[src/rtl/core/sensor_response_crc_checker_top_macros.svh]
// ---------------------------------------------------------------------------
// Assertion macros for the sensor response CRC checker
// Clocked on clk with reset rst_n; empty when SYNTH is defined.
// ---------------------------------------------------------------------------
`ifndef SENSOR_RESPONSE_CRC_CHECKER_TOP_MACROS_SVH
`define SENSOR_RESPONSE_CRC_CHECKER_TOP_MACROS_SVH

`ifndef SYNTH

// Condition that must hold at every clock edge out of reset
`define SRCC_ASSERT(label, expr) \
    label: assert property (@(posedge clk) disable iff (!rst_n) (expr)) \
        else $error("srcc assertion failed");

// Implication checked in the same cycle
`define SRCC_ASSERT_IMP(label, ante, cons) \
    label: assert property (@(posedge clk) disable iff (!rst_n) (ante) |-> (cons)) \
        else $error("srcc implication failed");

// Implication checked in the next cycle
`define SRCC_ASSERT_NEXT(label, ante, cons) \
    label: assert property (@(posedge clk) disable iff (!rst_n) (ante) |=> (cons)) \
        else $error("srcc next-cycle implication failed");

`else

`define SRCC_ASSERT(label, expr)
`define SRCC_ASSERT_IMP(label, ante, cons)
`define SRCC_ASSERT_NEXT(label, ante, cons)

`endif

`endif

[src/rtl/core/srcc_pkg.sv]
// ---------------------------------------------------------------------------
// srcc_pkg
// Shared types and constants of the sensor response CRC checker.
// ---------------------------------------------------------------------------
`timescale 1ns / 1ps
`default_nettype none

package srcc_pkg;

    localparam logic [7:0] CRC_POLY       = 8'h31;
    localparam logic [7:0] CRC_SEED_RST   = 8'hFF;
    localparam logic [3:0] FAIL_LIMIT_RST = 4'd5;
    localparam logic [3:0] FAIL_CNT_MAX   = 4'hF;

    // Byte positions within a six-byte reply
    localparam logic [2:0] POS_CO2_HI  = 3'd0;
    localparam logic [2:0] POS_CO2_LO  = 3'd1;
    localparam logic [2:0] POS_CO2_CRC = 3'd2;
    localparam logic [2:0] POS_TVOC_HI = 3'd3;
    localparam logic [2:0] POS_TVOC_LO = 3'd4;
    localparam logic [2:0] POS_TVOC_CRC = 3'd5;

    // Configuration register indexes
    localparam logic CFG_CRC_SEED   = 1'b0;
    localparam logic CFG_FAIL_LIMIT = 1'b1;

    typedef enum logic [1:0] {
        ST_OK       = 2'd0,
        ST_CO2_CRC  = 2'd1,
        ST_TVOC_CRC = 2'd2,
        ST_CO2_ZERO = 2'd3
    } status_t;

    // Result item, packed with co2_value in the lowest bits
    typedef struct packed {
        logic        reinit_request;
        logic [3:0]  failure_count;
        status_t     status_code;
        logic        values_valid;
        logic [15:0] tvoc_value;
        logic [15:0] co2_value;
    } result_t;

endpackage

`default_nettype wire

[src/rtl/core/srcc_crc8.sv]
// ---------------------------------------------------------------------------
// srcc_crc8
// One-byte CRC-8 update, MSB first, polynomial from the package.
// ---------------------------------------------------------------------------
`timescale 1ns / 1ps
`default_nettype none

module srcc_crc8 (
    input  wire logic [7:0] rem,
    input  wire logic [7:0] data,
    output logic      [7:0] crc
);

    always_comb
    begin
        logic [7:0] r;
        r = rem ^ data;
        for (int k = 0; k < 8; k++)
        begin
            if (r[7])
            begin
                r = {r[6:0], 1'b0} ^ srcc_pkg::CRC_POLY;
            end
            else
            begin
                r = {r[6:0], 1'b0};
            end
        end
        crc = r;
    end

endmodule

`default_nettype wire

[src/rtl/core/sensor_response_crc_checker_top.sv]
// ---------------------------------------------------------------------------
// sensor_response_crc_checker_top
// Checks a gas sensor's six-byte measurement reply and reports the words.
// ---------------------------------------------------------------------------
// Usage:
//   Input stream s_*: one reply byte per item in s_tdata, s_tuser set on the
//   first byte of a reply to resynchronize the byte position. Bytes come in
//   bus order: CO2 high, CO2 low, CO2 CRC, TVOC high, TVOC low, TVOC CRC.
//   Output stream m_*: one result item per completed reply, carrying both
//   words, a valid flag, status, failure count and a reinit request.
//   Config channel cfg_*: index 0 writes the CRC seed, index 1 the failure
//   limit (low four bits of cfg_data); always ready, write only when idle.
// Timing:
//   One byte accepted per cycle while no result is held up on m_*. The byte lands
//   in an input register, the CRC update and reply check run combinationally
//   on it, and the result lands in the output register, from which the result
//   item is presented on m_*.
// Reset and stall:
//   Reset clears the byte position, the failure counter and both valid flags
//   and loads the register defaults (seed 0xFF, limit 5). When the receiver
//   holds m_tready low with a result waiting, the input register still
//   takes bytes that produce no result; it stalls only on the next sixth byte.
// ---------------------------------------------------------------------------
`timescale 1ns / 1ps
`default_nettype none

`include "sensor_response_crc_checker_top_macros.svh"

module sensor_response_crc_checker_top (
    input  wire logic        clk,
    input  wire logic        rst_n,
    // input stream
    input  wire logic        s_tvalid,
    output logic             s_tready,
    input  wire logic [7:0]  s_tdata,   // [7:0] rx_byte
    input  wire logic        s_tuser,   // [0] frame_start
    // output stream
    output logic             m_tvalid,
    input  wire logic        m_tready,
    // [15:0] co2_value, [31:16] tvoc_value, [32] values_valid,
    // [34:33] status_code, [38:35] failure_count, [39] reinit_request
    output logic      [39:0] m_tdata,
    // configuration
    input  wire logic        cfg_valid,
    output logic             cfg_ready,
    input  wire logic        cfg_index,
    input  wire logic [7:0]  cfg_data
);

    // configuration registers
    logic [7:0] crc_seed_reg;
    logic [3:0] fail_limit_reg;

    // input register
    logic       in_valid_reg;
    logic [7:0] in_byte_reg;
    logic       in_start_reg;

    // reply state
    logic [2:0]  byte_pos_reg,   byte_pos_next;
    logic [7:0]  crc_reg,        crc_next;
    logic [7:0]  high_byte_reg,  high_byte_next;
    logic [15:0] co2_word_reg,   co2_word_next;
    logic [15:0] tvoc_word_reg,  tvoc_word_next;
    logic        co2_bad_reg,    co2_bad_next;
    logic [3:0]  fail_cnt_reg,   fail_cnt_next;

    // output register
    logic                    out_valid_reg;
    srcc_pkg::result_t       out_data_reg;
    srcc_pkg::result_t       result;

    logic [2:0] pos;
    logic [7:0] crc_rem;
    logic [7:0] crc_out;
    logic       emit;
    logic       advance;
    logic       fire;
    logic [3:0] cnt_bumped;
    logic       tvoc_bad;

    assign cfg_ready = 1'b1;

    always_ff @(posedge clk or negedge rst_n)
    begin
        if (!rst_n)
        begin
            crc_seed_reg   <= srcc_pkg::CRC_SEED_RST;
            fail_limit_reg <= srcc_pkg::FAIL_LIMIT_RST;
        end
        else if (cfg_valid && cfg_ready)
        begin
            unique case (cfg_index)
                srcc_pkg::CFG_CRC_SEED:   crc_seed_reg   <= cfg_data;
                srcc_pkg::CFG_FAIL_LIMIT: fail_limit_reg <= cfg_data[3:0];
                default:                  ;
            endcase
        end
    end

    // Effective byte position; frame start and stray positions restart the reply
    always_comb
    begin
        if (in_start_reg || (byte_pos_reg > srcc_pkg::POS_TVOC_CRC))
        begin
            pos = srcc_pkg::POS_CO2_HI;
        end
        else
        begin
            pos = byte_pos_reg;
        end
    end

    assign crc_rem = ((pos == srcc_pkg::POS_CO2_HI) || (pos == srcc_pkg::POS_TVOC_HI))
                   ? crc_seed_reg : crc_reg;

    srcc_crc8 u_crc8 (
        .rem  (crc_rem),
        .data (in_byte_reg),
        .crc  (crc_out)
    );

    assign emit     = in_valid_reg && (pos == srcc_pkg::POS_TVOC_CRC);
    assign advance  = !emit || !out_valid_reg || m_tready;
    assign fire     = in_valid_reg && advance;
    assign s_tready = !in_valid_reg || advance;

    // Reply check on the sixth byte
    always_comb
    begin
        tvoc_bad = (crc_reg != in_byte_reg);
        result   = '0;
        if (co2_bad_reg)
        begin
            result.status_code = srcc_pkg::ST_CO2_CRC;
        end
        else if (tvoc_bad)
        begin
            result.status_code = srcc_pkg::ST_TVOC_CRC;
        end
        else
        begin
            result.values_valid = 1'b1;
            result.co2_value    = co2_word_reg;
            result.tvoc_value   = tvoc_word_reg;
            result.status_code  = (co2_word_reg[15:8] == 8'h00)
                                ? srcc_pkg::ST_CO2_ZERO : srcc_pkg::ST_OK;
        end

        if (result.status_code == srcc_pkg::ST_OK)
        begin
            cnt_bumped = '0;
        end
        else if (fail_cnt_reg == srcc_pkg::FAIL_CNT_MAX)
        begin
            cnt_bumped = fail_cnt_reg;
        end
        else
        begin
            cnt_bumped = fail_cnt_reg + 4'd1;
        end
        result.failure_count  = cnt_bumped;
        result.reinit_request = (cnt_bumped > fail_limit_reg);
    end

    always_comb
    begin
        byte_pos_next  = byte_pos_reg;
        crc_next       = crc_reg;
        high_byte_next = high_byte_reg;
        co2_word_next  = co2_word_reg;
        tvoc_word_next = tvoc_word_reg;
        co2_bad_next   = co2_bad_reg;
        fail_cnt_next  = fail_cnt_reg;
        if (fire)
        begin
            unique case (pos) inside
                srcc_pkg::POS_CO2_HI, srcc_pkg::POS_TVOC_HI:
                begin
                    high_byte_next = in_byte_reg;
                    crc_next       = crc_out;
                    byte_pos_next  = pos + 3'd1;
                end
                srcc_pkg::POS_CO2_LO:
                begin
                    crc_next      = crc_out;
                    co2_word_next = {high_byte_reg, in_byte_reg};
                    byte_pos_next = srcc_pkg::POS_CO2_CRC;
                end
                srcc_pkg::POS_CO2_CRC:
                begin
                    co2_bad_next  = (crc_reg != in_byte_reg);
                    byte_pos_next = srcc_pkg::POS_TVOC_HI;
                end
                srcc_pkg::POS_TVOC_LO:
                begin
                    crc_next       = crc_out;
                    tvoc_word_next = {high_byte_reg, in_byte_reg};
                    byte_pos_next  = srcc_pkg::POS_TVOC_CRC;
                end
                default:
                begin
                    byte_pos_next = srcc_pkg::POS_CO2_HI;
                    fail_cnt_next = result.reinit_request ? 4'd0 : result.failure_count;
                end
            endcase
        end
    end

    always_ff @(posedge clk or negedge rst_n)
    begin
        if (!rst_n)
        begin
            in_valid_reg  <= 1'b0;
            out_valid_reg <= 1'b0;
            byte_pos_reg  <= srcc_pkg::POS_CO2_HI;
            fail_cnt_reg  <= '0;
            co2_bad_reg   <= 1'b0;
            crc_reg       <= srcc_pkg::CRC_SEED_RST;
        end
        else
        begin
            if (s_tready)
            begin
                in_valid_reg <= s_tvalid;
            end
            if (emit && advance)
            begin
                out_valid_reg <= 1'b1;
            end
            else if (m_tready)
            begin
                out_valid_reg <= 1'b0;
            end
            byte_pos_reg <= byte_pos_next;
            fail_cnt_reg <= fail_cnt_next;
            co2_bad_reg  <= co2_bad_next;
            crc_reg      <= crc_next;
        end
    end

    always_ff @(posedge clk)
    begin
        if (s_tvalid && s_tready)
        begin
            in_byte_reg  <= s_tdata;
            in_start_reg <= s_tuser;
        end
        if (emit && advance)
        begin
            out_data_reg <= result;
        end
        high_byte_reg <= high_byte_next;
        co2_word_reg  <= co2_word_next;
        tvoc_word_reg <= tvoc_word_next;
    end

    assign m_tvalid = out_valid_reg;
    assign m_tdata  = out_data_reg;

    `SRCC_ASSERT(a_pos_in_range, byte_pos_reg <= srcc_pkg::POS_TVOC_CRC)
    `SRCC_ASSERT_IMP(a_invalid_zero, out_valid_reg && !out_data_reg.values_valid,
        (out_data_reg.co2_value == 16'h0) && (out_data_reg.tvoc_value == 16'h0))
    `SRCC_ASSERT_IMP(a_ok_is_valid,
        out_valid_reg && (out_data_reg.status_code == srcc_pkg::ST_OK),
        out_data_reg.values_valid)
    `SRCC_ASSERT_NEXT(a_reinit_clears, emit && advance && result.reinit_request,
        fail_cnt_reg == 4'd0)

endmodule

`default_nettype wire

[config.mk]
export PLATFORM = sky130hd
export DESIGN_NAME = sensor_response_crc_checker_top
export DESIGN_NICKNAME = d
export VERILOG_FILES = /design/src/rtl/core/srcc_pkg.sv /design/src/rtl/core/srcc_crc8.sv /design/src/rtl/core/sensor_response_crc_checker_top.sv
export VERILOG_INCLUDE_DIRS = /design/src /design/src/rtl/core
export SDC_FILE = /design/constraint.sdc
export NUM_CORES = 1
export LEC_CHECK = 0
export BUFFER_PORTS_ARGS = -buffer_cell sky130_fd_sc_hd__buf_2
export CAP_MARGIN = 20
export CORE_ASPECT_RATIO = 1.1
export CORE_UTILIZATION = 55
export DETAILED_ROUTE_END_ITERATION = 12
export HOLD_SLACK_MARGIN = 0.08
export PLACE_DENSITY = 0.79
export SYNTH_ARGS = -nofsm -noshare
export SYNTH_HDL_FRONTEND = slang
export SYNTH_SLANG_ARGS = --single-unit
[constraint.sdc]
create_clock -name clk -period 3.9 [get_ports clk]
set_input_delay 0 -clock clk [delete_from_list [all_inputs] [get_ports clk]]
set_output_delay 0 -clock clk [all_outputs]
set_load 0.02 [all_outputs]
Word-level counts from Yosys, hierarchy flattened

Index checks and enable logic that the tools add are counted.

$add $sub $neg: 2
$lt $le $gt $ge: 2
Equality and inequality tests: 7
Muxes and demuxes: 20
Bitwise gates (word level): 11
Reduce and logical (&&, ||, !) cells: 28

Operators by type and width:

| kind                | count |
|---|---|
| $mux 6              | 8 |
| $mux 33             | 1 |
| $not 3->3           | 8 |
| $reduce_and 2->1    | 8 |
| $mux 4              | 3 |
| $pmux 3 s4          | 1 |
| $logic_not 8->1     | 1 |
| $mux 8              | 1 |
| $ne 8x8->1          | 1 |
| $xor 8x8->8         | 1 |
| $eq 3x2->1 const B  | 2 |
| $eq 3x3->1 const B  | 2 |
| $mux 2              | 3 |
| $logic_or 1x1->1    | 5 |
| $reduce_or 5->1     | 1 |
| $add 4x1->4 const B | 1 |
| $eq 4x4->1 const B  | 1 |
| $gt 4x4->1          | 1 |
| $logic_and 1x1->1   | 4 |
| $reduce_or 2->1     | 2 |
| $reduce_or 4->1     | 1 |
| $add 3x1->3 const B | 1 |
| $eq 3x1->1 const B  | 1 |
| $gt 3x3->1 const B  | 1 |
| other kinds (7)     | 11 |

Register bits after elaboration: 119
Input port bits: 23
Output and inout port bits: 43
Logic and storage cells: 89

Logic depth before layout (Yosys ltp)

Word-level depth: 23
Depth in mapped cells: 14
Mapped depth without buffers: 14

Hierarchy

Synthesis repeated with hierarchy kept, for this count alone.

Cell total of the unflattened synthesis: 308
Area, all modules: 4951.0 um^2

By module, submodules not included:

| module                          | instances | cells an instance | area an instance (um^2) | seq. area each (um^2) |
|---|---|---|---|---|
| sensor_response_crc_checker_top | 1         | 289               | 4735.8                  | 3445.8 |
| srcc_crc8                       | 1         | 19                | 215.2                   | 0.0 |

Worst setup path before layout

OpenSTA, ideal clock, no wires.

Kind: reg2reg
Start: reg in_start_reg
End: reg out_data_reg, in the netlist m_tdata[0] (enable)
Library setup time: 0.437 ns
Arrival time: 2.734 ns
Data required time: 3.463 ns
Path slack: 0.728 ns
Stages on the path, launching flop included: 6
Buffers on the path: 0
Clock period less this slack: 3.172 ns
Cell sequence: edfxtp_1 -> inv_1 -> and3_1 -> ha_1 -> nand3_1 -> nor2_1

Longest elaborated chain between the ends: 8

RTL lines:

| element                        | RTL line                               | RTL |
|---|---|---|
| from (decl)                    | sensor_response_crc_checker_top.sv:57  | `logic in_start_reg;` |
| from (signal assigned)         | sensor_response_crc_checker_top.sv:247 | `in_start_reg <= s_tuser;` |
| $logic_or 1x1->1 *             | sensor_response_crc_checker_top.sv:104 | `if (in_start_reg \|\| (byte_pos_reg > srcc_pkg::POS_TVOC_CRC))` |
| $mux 3 *                       | sensor_response_crc_checker_top.sv:104 |  |
| $eq 3x3->1 *                   | sensor_response_crc_checker_top.sv:123 | `assign emit = in_valid_reg && (pos == srcc_pkg::POS_TVOC_CRC);` |
| $logic_and 1x1->1 *            | sensor_response_crc_checker_top.sv:123 |  |
| $logic_not 1->1                | sensor_response_crc_checker_top.sv:124 | `assign advance = !emit \|\| !out_valid_reg \|\| m_tready;` |
| $logic_or 1x1->1 (2 in series) | sensor_response_crc_checker_top.sv:124 |  |
| $logic_and 1x1->1 *            | sensor_response_crc_checker_top.sv:249 | `if (emit && advance)` |
| to (signal assigned)           | sensor_response_crc_checker_top.sv:251 | `out_data_reg <= result;` |
| to (decl)                      | sensor_response_crc_checker_top.sv:70  | `srcc_pkg::result_t out_data_reg;` |

Every way passes the cells marked *; elsewhere a longest branch is shown, timed or not.
A chain may end at the register's enable or synchronous reset.

Final worst setup path

Start: reg in_byte_reg[0]
End: reg fail_cnt_reg[2]

Longest elaborated chain between the ends: 7

RTL lines:

| element                | RTL line                               | RTL |
|---|---|---|
| from (decl)            | sensor_response_crc_checker_top.sv:56  | `logic [7:0] in_byte_reg;` |
| from (signal assigned) | sensor_response_crc_checker_top.sv:246 | `in_byte_reg <= s_tdata;` |
| $ne 8x8->1             | sensor_response_crc_checker_top.sv:131 | `tvoc_bad = (crc_reg != in_byte_reg);` |
| $mux 2                 | sensor_response_crc_checker_top.sv:137 | `else if (tvoc_bad)` |
| $mux 2                 | sensor_response_crc_checker_top.sv:133 | `if (co2_bad_reg)` |
| $logic_not 2->1        | sensor_response_crc_checker_top.sv:150 | `if (result.status_code == srcc_pkg::ST_OK)` |
| $mux 4                 | sensor_response_crc_checker_top.sv:150 |  |
| via cnt_bumped[1]      | sensor_response_crc_checker_top.sv:79  | `logic [3:0] cnt_bumped;` |
| $gt 4x4->1             | sensor_response_crc_checker_top.sv:163 | `result.reinit_request = (cnt_bumped > fail_limit_reg);` |
| $mux 4                 | sensor_response_crc_checker_top.sv:204 | `fail_cnt_next = result.reinit_request ? 4'd0 : result.failure_count;` |
| to (signal assigned)   | sensor_response_crc_checker_top.sv:236 | `fail_cnt_reg <= fail_cnt_next;` |
| to (decl)              | sensor_response_crc_checker_top.sv:66  | `logic [3:0] fail_cnt_reg, fail_cnt_next;` |

The timed path passes the listed nets, and every way through them passes these cells.

==> reports/summary.txt <==
Status -> finished clean
Starting Density -> 57.8%
Cell internal pwr -> 3010 uW
# setup viols final -> 0
Clock power frac -> 35.0%
All-Layer GR Usage -> 20.2%
Net count after synthesis -> 367
Remaining antenna violation count after routing -> 0
Final HPWL DP -> 5580 um
Synth warn -> 0
Register area share after synthesis -> 69.8%
Sw Share -> 29.0%
GRT overflow -> 0
Mapped Cells -> 335
Tmin final -> 3.49 ns
Fmax -> 287 MHz
Worst path required time -> 4.33 ns
Avg Inst Size Synth -> 14.7 sq um
Vias in the first global route -> 2969
Placer Congestion -> 0.802
Comb pwr share -> 24.0%
Syn Std Cell Area -> 0.00494 sq mm
Area Growth Syn to Fin -> 27.7%
Worst Path Max Fanout -> 5
Net load switching power -> 1230 uW
Initial drt markers -> 148
Nets -> 478
Pins Over Slew Limit -> 0
Post-CTS setup buffers -> 0
DRT Pass-1 Iters -> 5
Min Hold Slack -> 0.194 ns
Port bufs -> 64
Leak -> 0.00247 uW
Skew-Pair Late Insertion Delay -> 0.51 ns
RSZ-0062 raised after global routing -> no
WS Path Type -> reg2reg
Floorplan row count -> 35
Clk sink count -> 119
Clock Tree Root -> clkbuf_8
Drt wl/cell -> 14.9 um
CTS tree -> done
Sequential share of power -> 40.9%
Startpoint Class -> flip-flop
Least-Margin Pin Slew -> 1.01 ns
Die ar. -> 0.00936 sq mm
Power per cell area -> 674 mW/mm^2
Final Cycle Share -> 89.5%
Initial antenna violation count -> 0
Layout cells sized above 1 -> 30.3%
CTS clk-pin slew, worst paths -> 0.06 ns
WP data arrival -> 3.92 ns
Clock skew -> 0.0125 ns
VDD IR max -> 0.488 mV
I/O pins -> 66
H-Tree Depth -> 4
Post-synthesis register bit count -> 119
Proportion of netlist area held by the largest area contributor -> 54.1%
Num CTS Buffers -> 17
Pin count of the biggest net entering global routing -> 41
Slew Limit Headroom -> 32.4%
CP endpoint kind -> flip-flop
Synth unique cells -> 44
Worst Hold Class -> in2reg
Synth area leader -> edfxtp_1
CTS Buffer Depth -> 2
Maxcap violations -> 0
Die Y -> 101 um
DRC -> 0
Setup_tns -> 0 ns
Diodes inserted -> 0
Final Hold Fails -> 0
Via density -> 5.19
Final WL -> 8510 um
First-pass GRT wire length -> 13800 um
Via Count -> 2960
Core area -> 0.00854 sq mm
Largest register FFs -> 40
Area contributors post-synth -> edfxtp_1, dfstp_2, dfrtp_1
Die W -> 92.3 um
cell usage after synthesis, drive strengths merged:
master,number
edfxtp,89
and2,33
dfstp,18
nor2,17
mux2,16
xor2,16
nand2,13
dfrtp,12
inv,12
nor2b,12
a21oi,11
o21ai,10
ha,9
xnor2,7
mux2i,6
clkbuf,5
nand2b,5
nand3,5
nor3,5
and3,4
a41oi,3
nor4,3
o21a,3
o22ai,3
a31oi,2
buf,2
nor3b,2
o211ai,2
or2,2
xnor3,2
a21boi,1
conb,1
nand3b,1
nand4,1
o21bai,1
or3b,1
cell usage in the layout, fill, tap and decap left out, drive strengths merged, types with 7 or more instances in the layout:
master,synthesis,final
edfxtp,89,89
buf,2,68
and2,33,33
dlygate4sd3,0,31
inv,12,19
dfstp,18,18
clkbuf,5,17
nor2,17,17
xor2,16,16
mux2,16,16
nand2,13,13
nor2b,12,12
dfrtp,12,12
a21oi,11,11
o21ai,10,10
ha,9,9
xnor2,7,7
power by group through the flow:
stage | Combinational [uW] | Sequential [uW] | Clock (uW)
floorplan | 768 | 1730 | 0
global placement | 939 | 1750 | 0
detailed placement | 965 | 1760 | 0
CTS | 1010 | 1740 | 1510
global route | 1130 | 1760 | 1570
finish | 1020 | 1740 | 1490
cells by family after synthesis:
kind of cell             count (synthesis)  share of synthesized area (%)
AO/OA/AOI/OAI                           36                           4.36
XOR/XNOR                                25                           5.15
adder cells (fa/ha/maj)                  9                           2.28
buffers and inverters                   19                           1.55
flip-flops                             119                           69.8
multiplexers                            22                           4.87
other                                    1                         0.0760
AND/OR/NAND/NOR                        104                           11.9
layer usage:
layer,vias up,wire (um),GRT usage (%)
li1,1427,-,-
met1,1393,3570,24.5
met2,126,4310,32.6
met3,14,478,6.61
met4,0,143,10.5
met5,-,0,0
worst paths after layout:
check,start,slack [ns],endpoint,depth (start not counted)
worst max-delay path,in_byte_reg[0]$_DFFE_PP_,0.41,fail_cnt_reg[2]$_DFFE_PN0P_,14
worst min-delay path,s_tdata[4],0.19,in_byte_reg[4]$_DFFE_PP_,2
worst max register to register,in_byte_reg[0]$_DFFE_PP_,0.41,fail_cnt_reg[2]$_DFFE_PN0P_,14
worst min register to register,high_byte_reg[0]$_DFFE_PP_,0.44,co2_word_reg[8]$_DFFE_PP_,0
max in group asynchronous,rst_n,2.54,fail_cnt_reg[3]$_DFFE_PN0P_,3
min in group asynchronous,rst_n,0.25,crc_seed_reg[2]$_DFFE_PN1P_,2
what timing repair did:
action	in CTS	in global routing
endpoints found under the setup margin	0	0
hold buffers	31	0
hold endpoints to repair	54	0
gates resized for setup	0	0
worst max-delay path: stages, from the launching register on:
cell and delay [ns]:
edfxtp_1 0.50, xor2_1 0.20, nor4_1 0.40, nand3_1 0.21, nor2_1 0.18, and2_1 0.23
nor2_1 0.10, ha_1 0.29, nor2b_1 0.14, o21a_1 0.16, o21a_1 0.17, o21ai_1 0.14
a21boi_1 0.34, o21ai_0 0.17, a21oi_1 0.19
stage by stage:
step / utilization [%] / instance area, sq um / power, uW / setup WS [ns] / std cells
after floorplan: - / 4940 / 2500 / 0.728 / 335
after detailed placement: 63.2 / 5390 / 2720 / 0.557 / 506
final: 73.8 / 6300 / 4240 / 0.411 / 570
after global placement: 63.2 / 5390 / 2690 / 0.728 / 506
after CTS: 73.6 / 6280 / 4260 / 0.474 / 569
after global routing: 73.8 / 6300 / 4460 / 0.230 / 570
final cells by class:
cell class	instances	area, sq um
Clock buffer	17	414
Clock inverter	15	163
Fill cell	548	2240
Inverter	12	45.0
Multi-Input combinational cell	197	1420
Sequential cell	119	3450
Tap cell	111	139
Timing Repair Buffer	99	673
Power figures use the tool's default switching activity.
